===== src/rtl/nearest_neighbor_resampler_unit_macros.svh =====
// ----------------------------------------------------------------------------
// Assertion macros for the nearest-neighbor resampler
// Clocked on clk_i, disabled while rst_ni is low.
// ----------------------------------------------------------------------------
`ifndef NEAREST_NEIGHBOR_RESAMPLER_UNIT_MACROS_SVH
`define NEAREST_NEIGHBOR_RESAMPLER_UNIT_MACROS_SVH

// Check a condition at every clock edge.
`define NNR_ASSERT(lbl, cond, msg) \
  lbl: assert property (@(posedge clk_i) disable iff (!rst_ni) (cond)) else $error(msg);

// Check that a consequent holds in the cycle after the antecedent.
`define NNR_ASSERT_NEXT(lbl, ante, cons, msg) \
  lbl: assert property (@(posedge clk_i) disable iff (!rst_ni) (ante) |=> (cons)) \
    else $error(msg);

`endif


===== src/rtl/nnr_pkg.sv =====
// ----------------------------------------------------------------------------
// nnr_pkg
// Types and constants for the nearest-neighbor resampler.
// ----------------------------------------------------------------------------
`timescale 1ns / 1ps

package nnr_pkg;

  localparam int unsigned SAMPLE_BITS = 16;
  localparam int unsigned MAX_RUN     = 64;
  localparam int unsigned RUN_CNT_W   = $clog2(MAX_RUN + 1);
  localparam int unsigned PHASE_W     = 32;
  localparam int unsigned APB_DATA_W  = 32;
  localparam int unsigned APB_ADDR_W  = 3;

  // ceil(2^32 / MAX_RUN): smallest step allowed while interpolating
  localparam logic [63:0] MIN_STEP_WIDE =
    ((64'd1 << 32) + 64'(MAX_RUN) - 64'd1) / 64'(MAX_RUN);
  localparam logic [PHASE_W-1:0] MIN_INTERP_STEP = MIN_STEP_WIDE[PHASE_W-1:0];

  // register indexes (byte address 4*index)
  localparam logic REG_INTERPOLATE_MODE = 1'b0;
  localparam logic REG_PHASE_STEP       = 1'b1;

  typedef struct packed {
    logic signed [SAMPLE_BITS-1:0] in_real;
    logic signed [SAMPLE_BITS-1:0] in_imag;
  } in_beat_t;

  typedef struct packed {
    logic signed [SAMPLE_BITS-1:0] out_real;
    logic signed [SAMPLE_BITS-1:0] out_imag;
    logic                          last_of_run;
  } out_beat_t;

  typedef enum logic {
    NNR_IDLE,
    NNR_STEP
  } nnr_state_e;

endpackage


===== src/rtl/nearest_neighbor_resampler_unit.sv =====
// ----------------------------------------------------------------------------
// nearest_neighbor_resampler_unit: phase-accumulator nearest-neighbor resampler
// Decimate: one input beat per cycle while the output slot is free; its result (if any) appears in the cycle after.
// Interpolate: an accept, then sequencer steps of the accumulator through
//   the shared 32-bit adder until a wrap or the run cap ends the run, with
//   output stalls holding the sequencer; no new sample is taken meanwhile.
// Reset: asynchronous; control, config and accumulator state cleared to zero,
//   payload registers not reset.
// ----------------------------------------------------------------------------
`timescale 1ns / 1ps
`include "nearest_neighbor_resampler_unit_macros.svh"

module nearest_neighbor_resampler_unit (
  input  logic                               clk_i,
  input  logic                               rst_ni,
  // input sample channel
  input  logic                               in_valid_i,
  output logic                               in_ready_o,
  input  nnr_pkg::in_beat_t                  in_data_i,
  // result channel
  output logic                               out_valid_o,
  input  logic                               out_ready_i,
  output nnr_pkg::out_beat_t                 out_data_o,
  // APB configuration port
  input  logic                               psel,
  input  logic                               penable,
  input  logic                               pwrite,
  input  logic [nnr_pkg::APB_ADDR_W-1:0]     paddr,
  input  logic [nnr_pkg::APB_DATA_W-1:0]     pwdata,
  output logic [nnr_pkg::APB_DATA_W-1:0]     prdata,
  output logic                               pready
);

  // --------------------------------------------------------------------------
  // Configuration registers
  // --------------------------------------------------------------------------
  logic                          mode_q, mode_d;
  logic [nnr_pkg::PHASE_W-1:0]   step_q, step_d;
  logic                          cfg_wr;
  logic                          cfg_idx;

  assign pready  = 1'b1;
  assign cfg_wr  = psel && penable && pwrite;
  assign cfg_idx = paddr[2];

  always_comb begin
    mode_d = mode_q;
    step_d = step_q;
    if (cfg_wr) begin
      case (cfg_idx)
        nnr_pkg::REG_INTERPOLATE_MODE: mode_d = pwdata[0];
        nnr_pkg::REG_PHASE_STEP:       step_d = pwdata[nnr_pkg::PHASE_W-1:0];
        default:                       mode_d = mode_q;
      endcase
    end
  end

  always_comb begin
    case (cfg_idx)
      nnr_pkg::REG_INTERPOLATE_MODE: prdata = {{(nnr_pkg::APB_DATA_W-1){1'b0}}, mode_q};
      nnr_pkg::REG_PHASE_STEP:       prdata = step_q;
      default:                       prdata = '0;
    endcase
  end

  // --------------------------------------------------------------------------
  // Sequencer and datapath state
  // --------------------------------------------------------------------------
  nnr_pkg::nnr_state_e            state_q, state_d;
  logic [nnr_pkg::PHASE_W-1:0]    phase_acc_q, phase_acc_d;
  logic [nnr_pkg::PHASE_W-1:0]    prev_phase_q, prev_phase_d;
  logic                           wrap_pending_q, wrap_pending_d;
  // results already decided for the current item; the newest one is held
  // back until the next step tells whether it ends the run
  logic [nnr_pkg::RUN_CNT_W-1:0]  n_q, n_d;
  nnr_pkg::in_beat_t              sample_q, sample_d;
  logic                           out_valid_q, out_valid_d;
  nnr_pkg::out_beat_t             out_q, out_d;

  logic                           in_fire;
  logic                           slot_free;
  logic [nnr_pkg::PHASE_W-1:0]    step_sel;
  logic [nnr_pkg::PHASE_W-1:0]    phase_sum;
  logic                           wrap;
  logic                           run_full;
  logic                           run_done;

  // The output register frees when empty or when its beat is taken now.
  assign slot_free  = !out_valid_q || out_ready_i;
  assign in_ready_o = (state_q == nnr_pkg::NNR_IDLE) && slot_free;
  assign in_fire    = in_valid_i && in_ready_o;

  // Shared unit: one 32-bit adder and wrap compare, used once per item in
  // decimate mode and once per step in interpolate mode.
  always_comb begin
    step_sel = step_q;
    if (mode_q && (step_q < nnr_pkg::MIN_INTERP_STEP)) begin
      step_sel = nnr_pkg::MIN_INTERP_STEP;
    end
  end

  assign phase_sum = phase_acc_q + step_sel;
  assign wrap      = (phase_sum <= phase_acc_q);
  assign run_full  = (n_q == nnr_pkg::RUN_CNT_W'(nnr_pkg::MAX_RUN));
  assign run_done  = run_full || wrap;

  // Next state
  always_comb begin
    state_d = state_q;
    case (state_q)
      nnr_pkg::NNR_IDLE: begin
        if (in_fire && mode_q) begin
          state_d = nnr_pkg::NNR_STEP;
        end
      end
      nnr_pkg::NNR_STEP: begin
        if (slot_free && run_done) begin
          state_d = nnr_pkg::NNR_IDLE;
        end
      end
      default: state_d = nnr_pkg::NNR_IDLE;
    endcase
  end

  // Datapath and outputs
  always_comb begin
    phase_acc_d    = phase_acc_q;
    prev_phase_d   = prev_phase_q;
    wrap_pending_d = wrap_pending_q;
    n_d            = n_q;
    sample_d       = sample_q;
    out_d          = out_q;
    out_valid_d    = out_valid_q && !out_ready_i;

    case (state_q)
      nnr_pkg::NNR_IDLE: begin
        if (in_fire) begin
          if (!mode_q) begin
            // Decimate: pass the sample on when the last step did not grow,
            // drop any owed wrap result, then advance once.
            wrap_pending_d = 1'b0;
            if (phase_acc_q <= prev_phase_q) begin
              out_d.out_real    = in_data_i.in_real;
              out_d.out_imag    = in_data_i.in_imag;
              out_d.last_of_run = 1'b1;
              out_valid_d       = 1'b1;
            end
            prev_phase_d = phase_acc_q;
            phase_acc_d  = phase_sum;
          end else begin
            // Interpolate: an owed wrap result counts as the first one.
            sample_d = in_data_i;
            if (wrap_pending_q) begin
              n_d            = nnr_pkg::RUN_CNT_W'(1);
              wrap_pending_d = 1'b0;
            end else begin
              n_d = '0;
            end
          end
        end
      end

      nnr_pkg::NNR_STEP: begin
        // Hold everything while the output register is still occupied.
        if (slot_free) begin
          out_d.out_real = sample_q.in_real;
          out_d.out_imag = sample_q.in_imag;
          if (run_full) begin
            // run cap reached: no further step, release the held result
            out_d.last_of_run = 1'b1;
            out_valid_d       = 1'b1;
          end else begin
            prev_phase_d = phase_acc_q;
            phase_acc_d  = phase_sum;
            if (wrap) begin
              // the wrap result belongs to the next item
              wrap_pending_d = 1'b1;
              if (n_q != '0) begin
                out_d.last_of_run = 1'b1;
                out_valid_d       = 1'b1;
              end
            end else begin
              if (n_q != '0) begin
                out_d.last_of_run = 1'b0;
                out_valid_d       = 1'b1;
              end
              n_d = n_q + nnr_pkg::RUN_CNT_W'(1);
            end
          end
        end
      end

      default: begin
        n_d = '0;
      end
    endcase
  end

  assign out_valid_o = out_valid_q;
  assign out_data_o  = out_q;

  // --------------------------------------------------------------------------
  // Registers
  // --------------------------------------------------------------------------
  always_ff @(posedge clk_i or negedge rst_ni) begin
    if (!rst_ni) begin
      mode_q         <= 1'b0;
      step_q         <= '0;
      state_q        <= nnr_pkg::NNR_IDLE;
      phase_acc_q    <= '0;
      prev_phase_q   <= '0;
      wrap_pending_q <= 1'b0;
      n_q            <= '0;
      out_valid_q    <= 1'b0;
    end else begin
      mode_q         <= mode_d;
      step_q         <= step_d;
      state_q        <= state_d;
      phase_acc_q    <= phase_acc_d;
      prev_phase_q   <= prev_phase_d;
      wrap_pending_q <= wrap_pending_d;
      n_q            <= n_d;
      out_valid_q    <= out_valid_d;
    end
  end

  // payload registers, no reset
  always_ff @(posedge clk_i) begin
    sample_q <= sample_d;
    out_q    <= out_d;
  end

  // --------------------------------------------------------------------------
  // Assertions
  // --------------------------------------------------------------------------
  `NNR_ASSERT(a_ready_only_idle, !in_ready_o || (state_q == nnr_pkg::NNR_IDLE), "ready while busy")
  `NNR_ASSERT(a_run_bound, n_q <= nnr_pkg::RUN_CNT_W'(nnr_pkg::MAX_RUN), "run count overflow")
  `NNR_ASSERT(a_step_interp, (state_q != nnr_pkg::NNR_STEP) || mode_q, "stepping in decimate mode")
  `NNR_ASSERT_NEXT(a_dec_clears, in_fire && !mode_q, !wrap_pending_q, "pending kept by decimate")

endmodule


===== config.mk =====
export PLATFORM = sky130hd
export DESIGN_NAME = nearest_neighbor_resampler_unit
export DESIGN_NICKNAME = d
export VERILOG_FILES = /design/src/rtl/nnr_pkg.sv /design/src/rtl/nearest_neighbor_resampler_unit.sv
export VERILOG_INCLUDE_DIRS = /design/src /design/src/rtl
export SDC_FILE = /design/constraint.sdc
export NUM_CORES = 1
export LEC_CHECK = 0
export BUFFER_PORTS_ARGS = -buffer_cell sky130_fd_sc_hd__buf_2
export CORE_ASPECT_RATIO = 0.5
export CORE_MARGIN = 2
export CORE_UTILIZATION = 50
export DETAILED_ROUTE_END_ITERATION = 10
export PLACE_DENSITY = 0.71
export RECOVER_POWER = 25
export SYNTH_ARGS = -nofsm -noshare
export SYNTH_HDL_FRONTEND = slang
export SYNTH_SLANG_ARGS = --single-unit

===== constraint.sdc =====
create_clock -name clk_i -period 7.1 [get_ports clk_i]
set_input_delay 1.065 -clock clk_i [delete_from_list [all_inputs] [get_ports clk_i]]
set_output_delay 1.065 -clock clk_i [all_outputs]
set_load 0.05 [all_outputs]

==> results of run 1 <==
==> sequential cells by signal, indices dropped and copies added, names as in the netlist <==
signal / flops
mode_q: 1
n_q: 7
out_data_o: 33
out_valid_o: 1
phase_acc_q: 32
prev_phase_q: 32
sample_q: 32
state_q: 1
step_q: 32
wrap_pending_q: 1
==> area by class of cell <==
class                   count  area [um^2]  area share
clock buffers              17          425      0.0366
clock inverters            14          114     0.00980
well taps                 266          333      0.0287
inverters                  79          297      0.0255
repair buffers            145          702      0.0604
flip-flops and latches    172         4630       0.399
multi-input cells         689         5110       0.440
diodes                      1         2.50    0.000215
==> logic make-up after synthesis <==
kind of cell,Yosys count
flip-flops,172
buffers and inverters,116
adder cells (fa/ha/maj),97
other,1
AO/OA/AOI/OAI,209
AND/OR/NAND/NOR,269
multiplexers,82
XOR/XNOR,31
==> cell usage in the layout, fill, tap and decap left out, types with 44 or more instances in the layout <==
cell type,instances
nand2_1,90
mux2_2,82
ha_1,96
o21ai_0,73
inv_1,79
and2_1,60
a21oi_1,44
dfrtp_1,107
buf_2,111
edfxtp_1,65
==> worst min-delay path by stage <==
stage,start,end,cells after the start
floorplan,prev_phase_q[0],prev_phase_q[0],2
global placement,prev_phase_q[0],prev_phase_q[0],2
detailed placement,prev_phase_q[0],prev_phase_q[0],2
CTS,prev_phase_q[0],prev_phase_q[0],2
global route,step_q[7],step_q[7],1
finish,prev_phase_q[0],prev_phase_q[0],2
==> power groups by stage <==
stage	logic, mW	clock network [mW]	registers [mW]
floorplan	2.35	0	1.89
global placement	3.24	0	1.68
detailed placement	3.34	0	1.69
CTS	3.36	0.897	1.68
global route	3.79	0.937	1.73
finish	3.38	0.869	1.68
==> synthesized netlist by cell type, drive strengths merged, types with 7 or more instances <==
master  instances  share of area
o21a            8         0.0059
ha             96           0.12
nor2           29          0.011
xor2           12          0.010
nand2b          7         0.0043
a21o           27          0.020
dfrtp         107           0.26
nand4          17          0.010
edfxtp         65           0.19
xnor2          19          0.016
mux2           82          0.091
nand3          20         0.0098
o21ai          73          0.036
a21oi          45          0.023
and2           61          0.037
inv            79          0.029
o211ai         14          0.010
nand2          90          0.033
clkbuf         34          0.013
nor3           17         0.0084
==> metal layers <==
layer,track usage,wire (um),vias to the layer above
met2,0.309,9260,224
li1,-,-,3749
met1,0.338,11600,3638
met5,0,0,-
met3,0.0555,1650,17
met4,0.0566,246,0
==> worst max-delay path, stage by stage, from the launching register on <==
cell and delay (ps):
dfrtp_1 430, nor4b_1 320, nand2_1 510, and2_1 410
ha_1 300, a211o_1 290, a211o_1 330, a211o_1 360
a21oi_4 210, o211ai_1 150, nand2_1 200, o21ai_0 140
xor2_1 190, ha_1 300, and4_1 220, nand2_1 90
nor3_1 430, a21boi_0 360, o211ai_1 440, or4_1 610
nand2_1 80
==> stage by stage <==
step	total power, mW	utilization	worst slack [ps]	cell area [um^2]	hold slack, ps
final	5.93	0.590	648	11600	491
after global placement	4.92	0.565	902	11100	468
after CTS	5.94	0.592	674	11700	492
after floorplan	4.24	-	2170	10200	454
after global routing	6.46	0.590	53.3	11600	542
after detailed placement	5.03	0.565	714	11100	476
==> results.tsv, run 1 <==
metric	value	unit
p_sw_frac	0.463	
cts.repair.resized	0	
min_period	6450	ps
critPathArrivalTime	6830	ps
cts.sinks	172	
synth_fa_ha_area_frac	0.120	
r2r_cells	20	
async_flop_share	0.622	
firstDrtPassIters	7	
p_leak	5.29	nW
placed_cells	1351	
ys.flop_type	dfrtp_1	
critPathMaxFanout	27	
syn_avg_cell_area	10.4	um^2
fin_crit_sh	0.909	
maxSlewHeadroom	-0.337	
cts_buffers	17	
clk_pin_slew_worst_paths	70	ps
synthMuxAreaShare	0.0907	
hold_viol	0	
yosys_warnings	0	
vdd_drop_max	0.223	mV
grt_use_total	0.221	
synth-compound-area-share	0.130	
layout-drive-gt1-share	0.207	
drtIter0Drc	532	
overflow	0	
min_path_type	flip-flop to flip-flop	
gp_congestion	0.975	
wire_per_inst	16.4	um
synth-seq-area-share	0.455	
synth-edff-count	65	
area_growth	14.1	%
die_w	206	um
grt_pass1_wl	37500	um
required	7480	ps
post_cts_buffers	0	
design.core.area	19700	um^2
die_y	105	um
power_density	511	nW/um^2
worstSkewPairLatency	440	ps
ios	142	
grt_pass1_vias	7370	
clockPowerShare	0.147	
seqPwrFrac	0.283	
routed_wl	22700	um
ys_types	52	
cts_tree	built	
violations	max-capacitance violations, max-slew violations	
finalSetupTns	0	ps
yosys.area_share.simple	0.134	
start_kind	flip-flop	
combPwrFrac	0.570	
antenna_found_initial	0	
port_buffers	138	
ys_seq_elements	172	
drc	0	
viasPerCell	5.52	
finalMaxSlewViolations	104	
crit_end	n_q[2]	
clock_path_buffers	2	
start_util	0.517	
p_int	3.18	mW
worstSetupPathType	flip-flop to flip-flop	
fill_cells	1701	
synth_top_family_by_area	simple AND/OR/NAND/NOR gates	
rr_endpoint	n_q[2]	
synthXorXnorAreaFrac	0.0267	
syn_area	10200	um^2
max_freq	0.155	GHz
via_count	7628	
postCtsHoldBufs	0	
clock_skew	9.14	ps
cts_root_buffer	clkbuf_16	
layoutNonFillerInstCount	1383	
setup-violations-final	0	
die-area	21600	um^2
syn_inst	977	
power.switching	2.75	mW
antenna_left	0	
htreeDepth	4	
status	complete, but fails checks	
rsz0062_at_grt	false	
worstSetupEndpointType	flip-flop	
nets	1275	
r2r_slack	650	ps
cp-startpoint	step_q[29]	
rr_startpoint	step_q[29]	
tightest_slew	2010	ps
max_cap_violations	3	
fp-row-count	36	
grt_max_degree	77	
dpl.hpwl	17100	um
syn_nets	1148	
Power figures use the tool's default switching activity.
==> run 2: changes to the inputs <==
Settings changed: ABC_AREA set to 1.
==> run 2 against run 1 <==
Against the previous run: the flow still finishes with violations (max-capacitance violations, max-slew violations); non-clock buffer count grew 2; synthesized area grew 5.0%; critical path depth grew 6; clock skew shrank 0.62 ps; first-iteration DRC count grew 21%.
==> results.tsv, run 2 <==
metric	value	unit	change
rsz0062_at_grt	false		unchanged
worstSetupEndpointType	flip-flop		unchanged
finalSetupTns	0	ps	unchanged
design.core.area	20700	um^2	was 19700 um^2
required	7440	ps	was 7480 ps
antenna_cells	0		was 1
drtIter0Drc	643		was 532
layout_commonest_cell	nand2_1		was buf_2
critPathSlowestCell	nor4_4		was or4_1
fill_cells	1881		was 1701
critPathMaxFanout	14		was 27
max_freq	0.173	GHz	was 0.155 GHz
start_util	0.515		was 0.517
wire_per_inst	14.6	um	was 16.4 um
cts.sinks	172		unchanged
cts.repair.resized	0		unchanged
gp_congestion	0.895		was 0.975
syn_area	10700	um^2	was 10200 um^2
clock_skew	8.52	ps	was 9.14 ps
grt_max_degree	67		was 77
setup-violations-final	0		unchanged
fp-row-count	37		was 36
viasPerCell	5.12		was 5.52
synth-edff-count	65		unchanged
routed_wl	26000	um	was 22700 um
min_period	5780	ps	was 6450 ps
antenna_left	0		unchanged
max_cap_violations	2		was 3
synth_area_leader_cell	dfrtp_1		unchanged
synth-seq-area-share	0.433		was 0.455
ys.flop_type	dfrtp_1		unchanged
dpl.hpwl	20000	um	was 17100 um
syn_inst	1369		was 977
ys_types	38		was 52
firstDrtPassIters	6		was 7
cts_buffers	17		unchanged
violations	max-capacitance violations, max-slew violations		unchanged
critPathArrivalTime	6120	ps	was 6830 ps
ys_seq_elements	172		unchanged
status	complete, but fails checks		unchanged
grt_pass1_wl	42500	um	was 37500 um
antenna_found_initial	0		unchanged
post_cts_buffers	0		unchanged
largest_reg_flops	33		unchanged
yosys-top-cells-count	406 x nand2_1, 210 x inv_1, 120 x nor2_1		was 107 x dfrtp_1, 96 x ha_1, 90 x nand2_1
tightest_slew	2490	ps	was 2010 ps
start_kind	flip-flop		unchanged
clock_path_buffers	2		unchanged
grt_use_total	0.238		was 0.221
die_y	107	um	was 105 um
overflow	0		unchanged
grt_pass1_vias	8908		was 7370
area_growth	13.6	%	was 14.1%
synth.top_cell.area_share	0.251		was 0.263
async_flop_share	0.622		unchanged
htreeDepth	4		unchanged
worstSkewPairLatency	450	ps	was 440 ps
syn_nets	1540		was 1148
drc	0		unchanged
finalMaxSlewViolations	83		was 104
postCtsHoldBufs	0		unchanged
die_w	211	um	was 206 um
slowest_delay	650	ps	was 610 ps
final_cell_mix	405 x nand2_1, 210 x inv_1, 119 x nor2_1		was 111 x buf_2, 107 x dfrtp_1, 96 x ha_1
ios	142		unchanged
yosys_warnings	0		unchanged
hold_viol	0		unchanged
worstSetupPathType	flip-flop to flip-flop		unchanged
nets	1666		was 1275
die-area	22600	um^2	was 21600 um^2
layout-drive-gt1-share	0.112		was 0.207
port_buffers	138		unchanged
cp_common_cell	nand2_1		unchanged
min_path_type	flip-flop to flip-flop		unchanged
yosysMostFrequentCell	nand2_1		was dfrtp_1
syn_avg_cell_area	7.80	um^2	was 10.4 um^2
maxSlewHeadroom	-0.659		was -0.337
cts_root_buffer	clkbuf_16		unchanged
cts_tree	built		unchanged
synthTopCellsByArea	dfrtp_1 25%, edfxtp_1 18%, nand2_1 14%		was dfrtp_1 26%, edfxtp_1 19%, ha_1 12%
clk_pin_slew_worst_paths	70	ps	about the same
via_count	9125		was 7628
fin_crit_sh	0.814		was 0.909
## run 2: cell types whose count changed after synthesis, sizes merged, moves of 45 or more
cell,change
a21oi,+45
and2,-45
inv,+131
mux2,-76
nand2,+316
nor2,+93
## run 2: cell families after synthesis
group	synth area share
other	0.000351
adders and majority gates	0.114
buffers and inverters	0.0923
AOI/OAI and AO/OA	0.0959
xor gates and xnor gates	0.0164
muxes	0.00632
DFF	0.433
and+or+nand+nor	0.241
## run 2: cell type report
| type | count | area (um^2) | area share |
|---|---|---|---|
| Timing Repair Buffer | 147 | 722 | 0.0595 |
| Inverter | 210 | 788 | 0.0650 |
| Multi-Input combinational cell | 947 | 5070 | 0.418 |
| Tap cell | 273 | 342 | 0.0282 |
| Sequential cell | 172 | 4630 | 0.382 |
| Clock inverter | 14 | 148 | 0.0122 |
| Clock buffer | 18 | 429 | 0.0354 |
## run 2: path summary, 6_finish.rpt
kind / from / endpoint / slack (ps) / depth (start not counted)
worst max-delay path: step_q[31] / n_q[3] / 1320 / 26
worst min-delay path: wrap_pending_q / wrap_pending_q / 480 / 2
worst max register to register: step_q[31] / n_q[3] / 1320 / 26
worst min register to register: wrap_pending_q / wrap_pending_q / 480 / 2
max in group asynchronous: rst_ni / prev_phase_q[2] / 3810 / 2
min in group asynchronous: rst_ni / prev_phase_q[30] / 1370 / 1
## run 2: worst max-delay path, delay by kind of cell, from the launching register on
| kind | cells | cell delay (ps) |
|---|---|---|
| buffers and inverters | 1 | 130 |
| adder cells (fa/ha/maj) | 3 | 970 |
| AND/OR/NAND/NOR | 22 | 4110 |
| flip-flops | 1 | 450 |
## run 2: per-stage QoR
step / util / hold WS [ps] / worst slack (ps) / instance area (um^2) / std cells
4_1_cts: 0.587 / 484 / 1420 / 12200 / 1781
3_5_place_dp: 0.559 / 466 / 1460 / 11600 / 1749
3_3_place_gp: 0.559 / 460 / 1560 / 11600 / 1749
5_1_grt: 0.585 / 506 / 761 / 12100 / 1781
2_1_floorplan: - / 442 / 2790 / 10700 / 1369
6_report: 0.585 / 480 / 1320 / 12100 / 1781
## run 2: routing by layer
layer	wire (um)	vias to the layer above	global-route usage
met1	12500	4258	0.324
met4	454	0	0.0845
met5	0	-	0
li1	-	4629	-
met2	11900	199	0.387
met3	1070	39	0.0411
Power of run 2 is not shown: default switching activity piles up to over one toggle a cycle in this logic, so the estimate is an artifact.
==> run 3: changes to the inputs <==
Settings changed: PLACE_DENSITY 0.71 to 0.73.
Clock period 7.1 ns to 5.2 ns, I/O delays scaled along.
==> run 3 against run 2 <==
Against the previous run: first-iteration DRC count rose by 17%; the run still ends with max-capacitance violations, max-slew violations left; flip-flop and latch count did not move; via count rose by 0.33%; clock skew fell by 2.4 ps; die area did not move; highest routed layer unchanged; sequential share of layout area fell by 0.19 points; critical path depth rose by 1; fmax rose by 19%; wire length fell by 0.40%; worst setup slack got worse by 960 ps; critical path type unchanged; global-route usage barely moved; utilization rose by 0.30 points; critical endpoint unchanged.
==> results.tsv, run 3 (synthesis gave the netlist of run 2 again) <==
metric	value	unit	change
status	complete, but fails checks		unchanged
violations	max-capacitance violations, max-slew violations		unchanged
min_path_type	flip-flop to flip-flop		unchanged
wire_per_inst	14.5	um	was 14.6 um
port_buffers	138		unchanged
critPathSlowestCell	or4_4		was nor4_4
cts_root_buffer	clkbuf_16		unchanged
overflow	0		unchanged
critPathArrivalTime	5180	ps	was 6120 ps
min_period	4840	ps	was 5780 ps
viasPerCell	5.13		was 5.12
regArea	4630	um^2	unchanged
cts_tree	built		unchanged
setup-violations-final	0		unchanged
die-area	22600	um^2	unchanged
antenna_found_initial	0		unchanged
start_kind	flip-flop		unchanged
dpl.hpwl	19800	um	was 20000 um
finalMaxSlewViolations	64		was 83
rsz0062_at_grt	false		unchanged
design.core.area	20700	um^2	unchanged
die_y	107	um	unchanged
area_growth	14.1	%	was 13.6%
antenna_cells	0		unchanged
max_freq	0.207	GHz	was 0.173 GHz
tightest_slew	3480	ps	was 2490 ps
placed_cells	1753		was 1749
layout-drive-gt1-share	0.121		was 0.112
drc	0		unchanged
fill_cells	1875		was 1881
layoutNonFillerInstCount	1785		was 1781
antenna_left	0		unchanged
via_count	9155		was 9125
cp_common_cell	nand2_1		unchanged
r2r_cells	27		was 26
firstDrtPassIters	5		was 6
clock_path_buffers	2		unchanged
fin_crit_sh	0.931		was 0.814
worstSkewPairLatency	450	ps	about the same
hold-path-cell-count	2		unchanged
cts_buffers	17		unchanged
grt_use_total	0.238		about the same
cts.sinks	172		unchanged
htreeDepth	4		unchanged
hold_viol	0		unchanged
maxSlewHeadroom	-1.32		was -0.659
postCtsHoldBufs	0		unchanged
multi_input_area	5100	um^2	was 5070 um^2
largest_reg_flops	33		unchanged
start_util	0.515		unchanged
die_w	211	um	unchanged
nets	1670		was 1666
grt_max_degree	118		was 67
ios	142		unchanged
routed_wl	25900	um	was 26000 um
max_cap_violations	2		unchanged
clock_skew	6.11	ps	was 8.52 ps
required	5540	ps	was 7440 ps
critPathMaxFanout	27		was 14
finalSetupTns	0	ps	unchanged
gp_congestion	0.958		was 0.895
fp-row-count	37		unchanged
final_cell_mix	403 x nand2_1, 210 x inv_1, 118 x nor2_1		was 405 x nand2_1, 210 x inv_1, 119 x nor2_1
slowest_delay	540	ps	was 650 ps
worstSetupEndpointType	flip-flop		unchanged
worstSetupPathType	flip-flop to flip-flop		unchanged
layout_commonest_cell	nand2_1		unchanged
grt_pass1_vias	8813		was 8908
clk_pin_slew_worst_paths	70	ps	about the same
drtIter0Drc	755		was 643
grt_pass1_wl	42300	um	was 42500 um
## run 3: critical path, delay by kind of cell, from the launching register on
kind,cells,cell delay (ps)
adder cells (fa/ha/maj),3,920
AND/OR/NAND/NOR,22,3090
buffers and inverters,2,300
flip-flops,1,420
## run 3: final cells by class
| cell class | instances | area share |
|---|---|---|
| sequential | 172 | 0.380 |
| inverter | 210 | 0.0647 |
| clock buffer | 18 | 0.0360 |
| timing repair buffer | 151 | 0.0631 |
| multi-input combinational | 947 | 0.418 |
| tap | 273 | 0.0280 |
| clock inverter | 14 | 0.0105 |
## run 3: routing by layer
metal  vias up  wire (um)  GRT usage
li1       4629          -          -
met1      4271      12200      0.316
met2       211      12000      0.388
met3        44       1170     0.0461
met4         0        516     0.0905
met5         -          0          0
## run 3: what timing repair did
action                                  in CTS  in global routing
resized for setup                            0                 11
setup buffers                                0                  0
endpoints found under the setup margin       0                  7
## run 3: worst paths after layout
path / start / slack, ps / endpoint
min: wrap_pending_q / 490 / wrap_pending_q
min reg2reg: wrap_pending_q / 490 / wrap_pending_q
min in group asynchronous: rst_ni / 1500 / phase_acc_q[24]
max in group asynchronous: rst_ni / 1210 / step_q[9]
max: step_q[29] / 360 / n_q[3]
max reg2reg: step_q[29] / 360 / n_q[3]
## run 3: per-stage QoR
stage	hold WS [ps]	util	area (um^2)	worst slack, ps
2_1_floorplan	442	-	10700	893
3_3_place_gp	462	0.561	11600	267
3_5_place_dp	470	0.561	11600	170
4_1_cts	441	0.588	12200	149
5_1_grt	501	0.588	12200	26.0
6_report	486	0.588	12200	359
Power of run 3 is left out for the same reason.
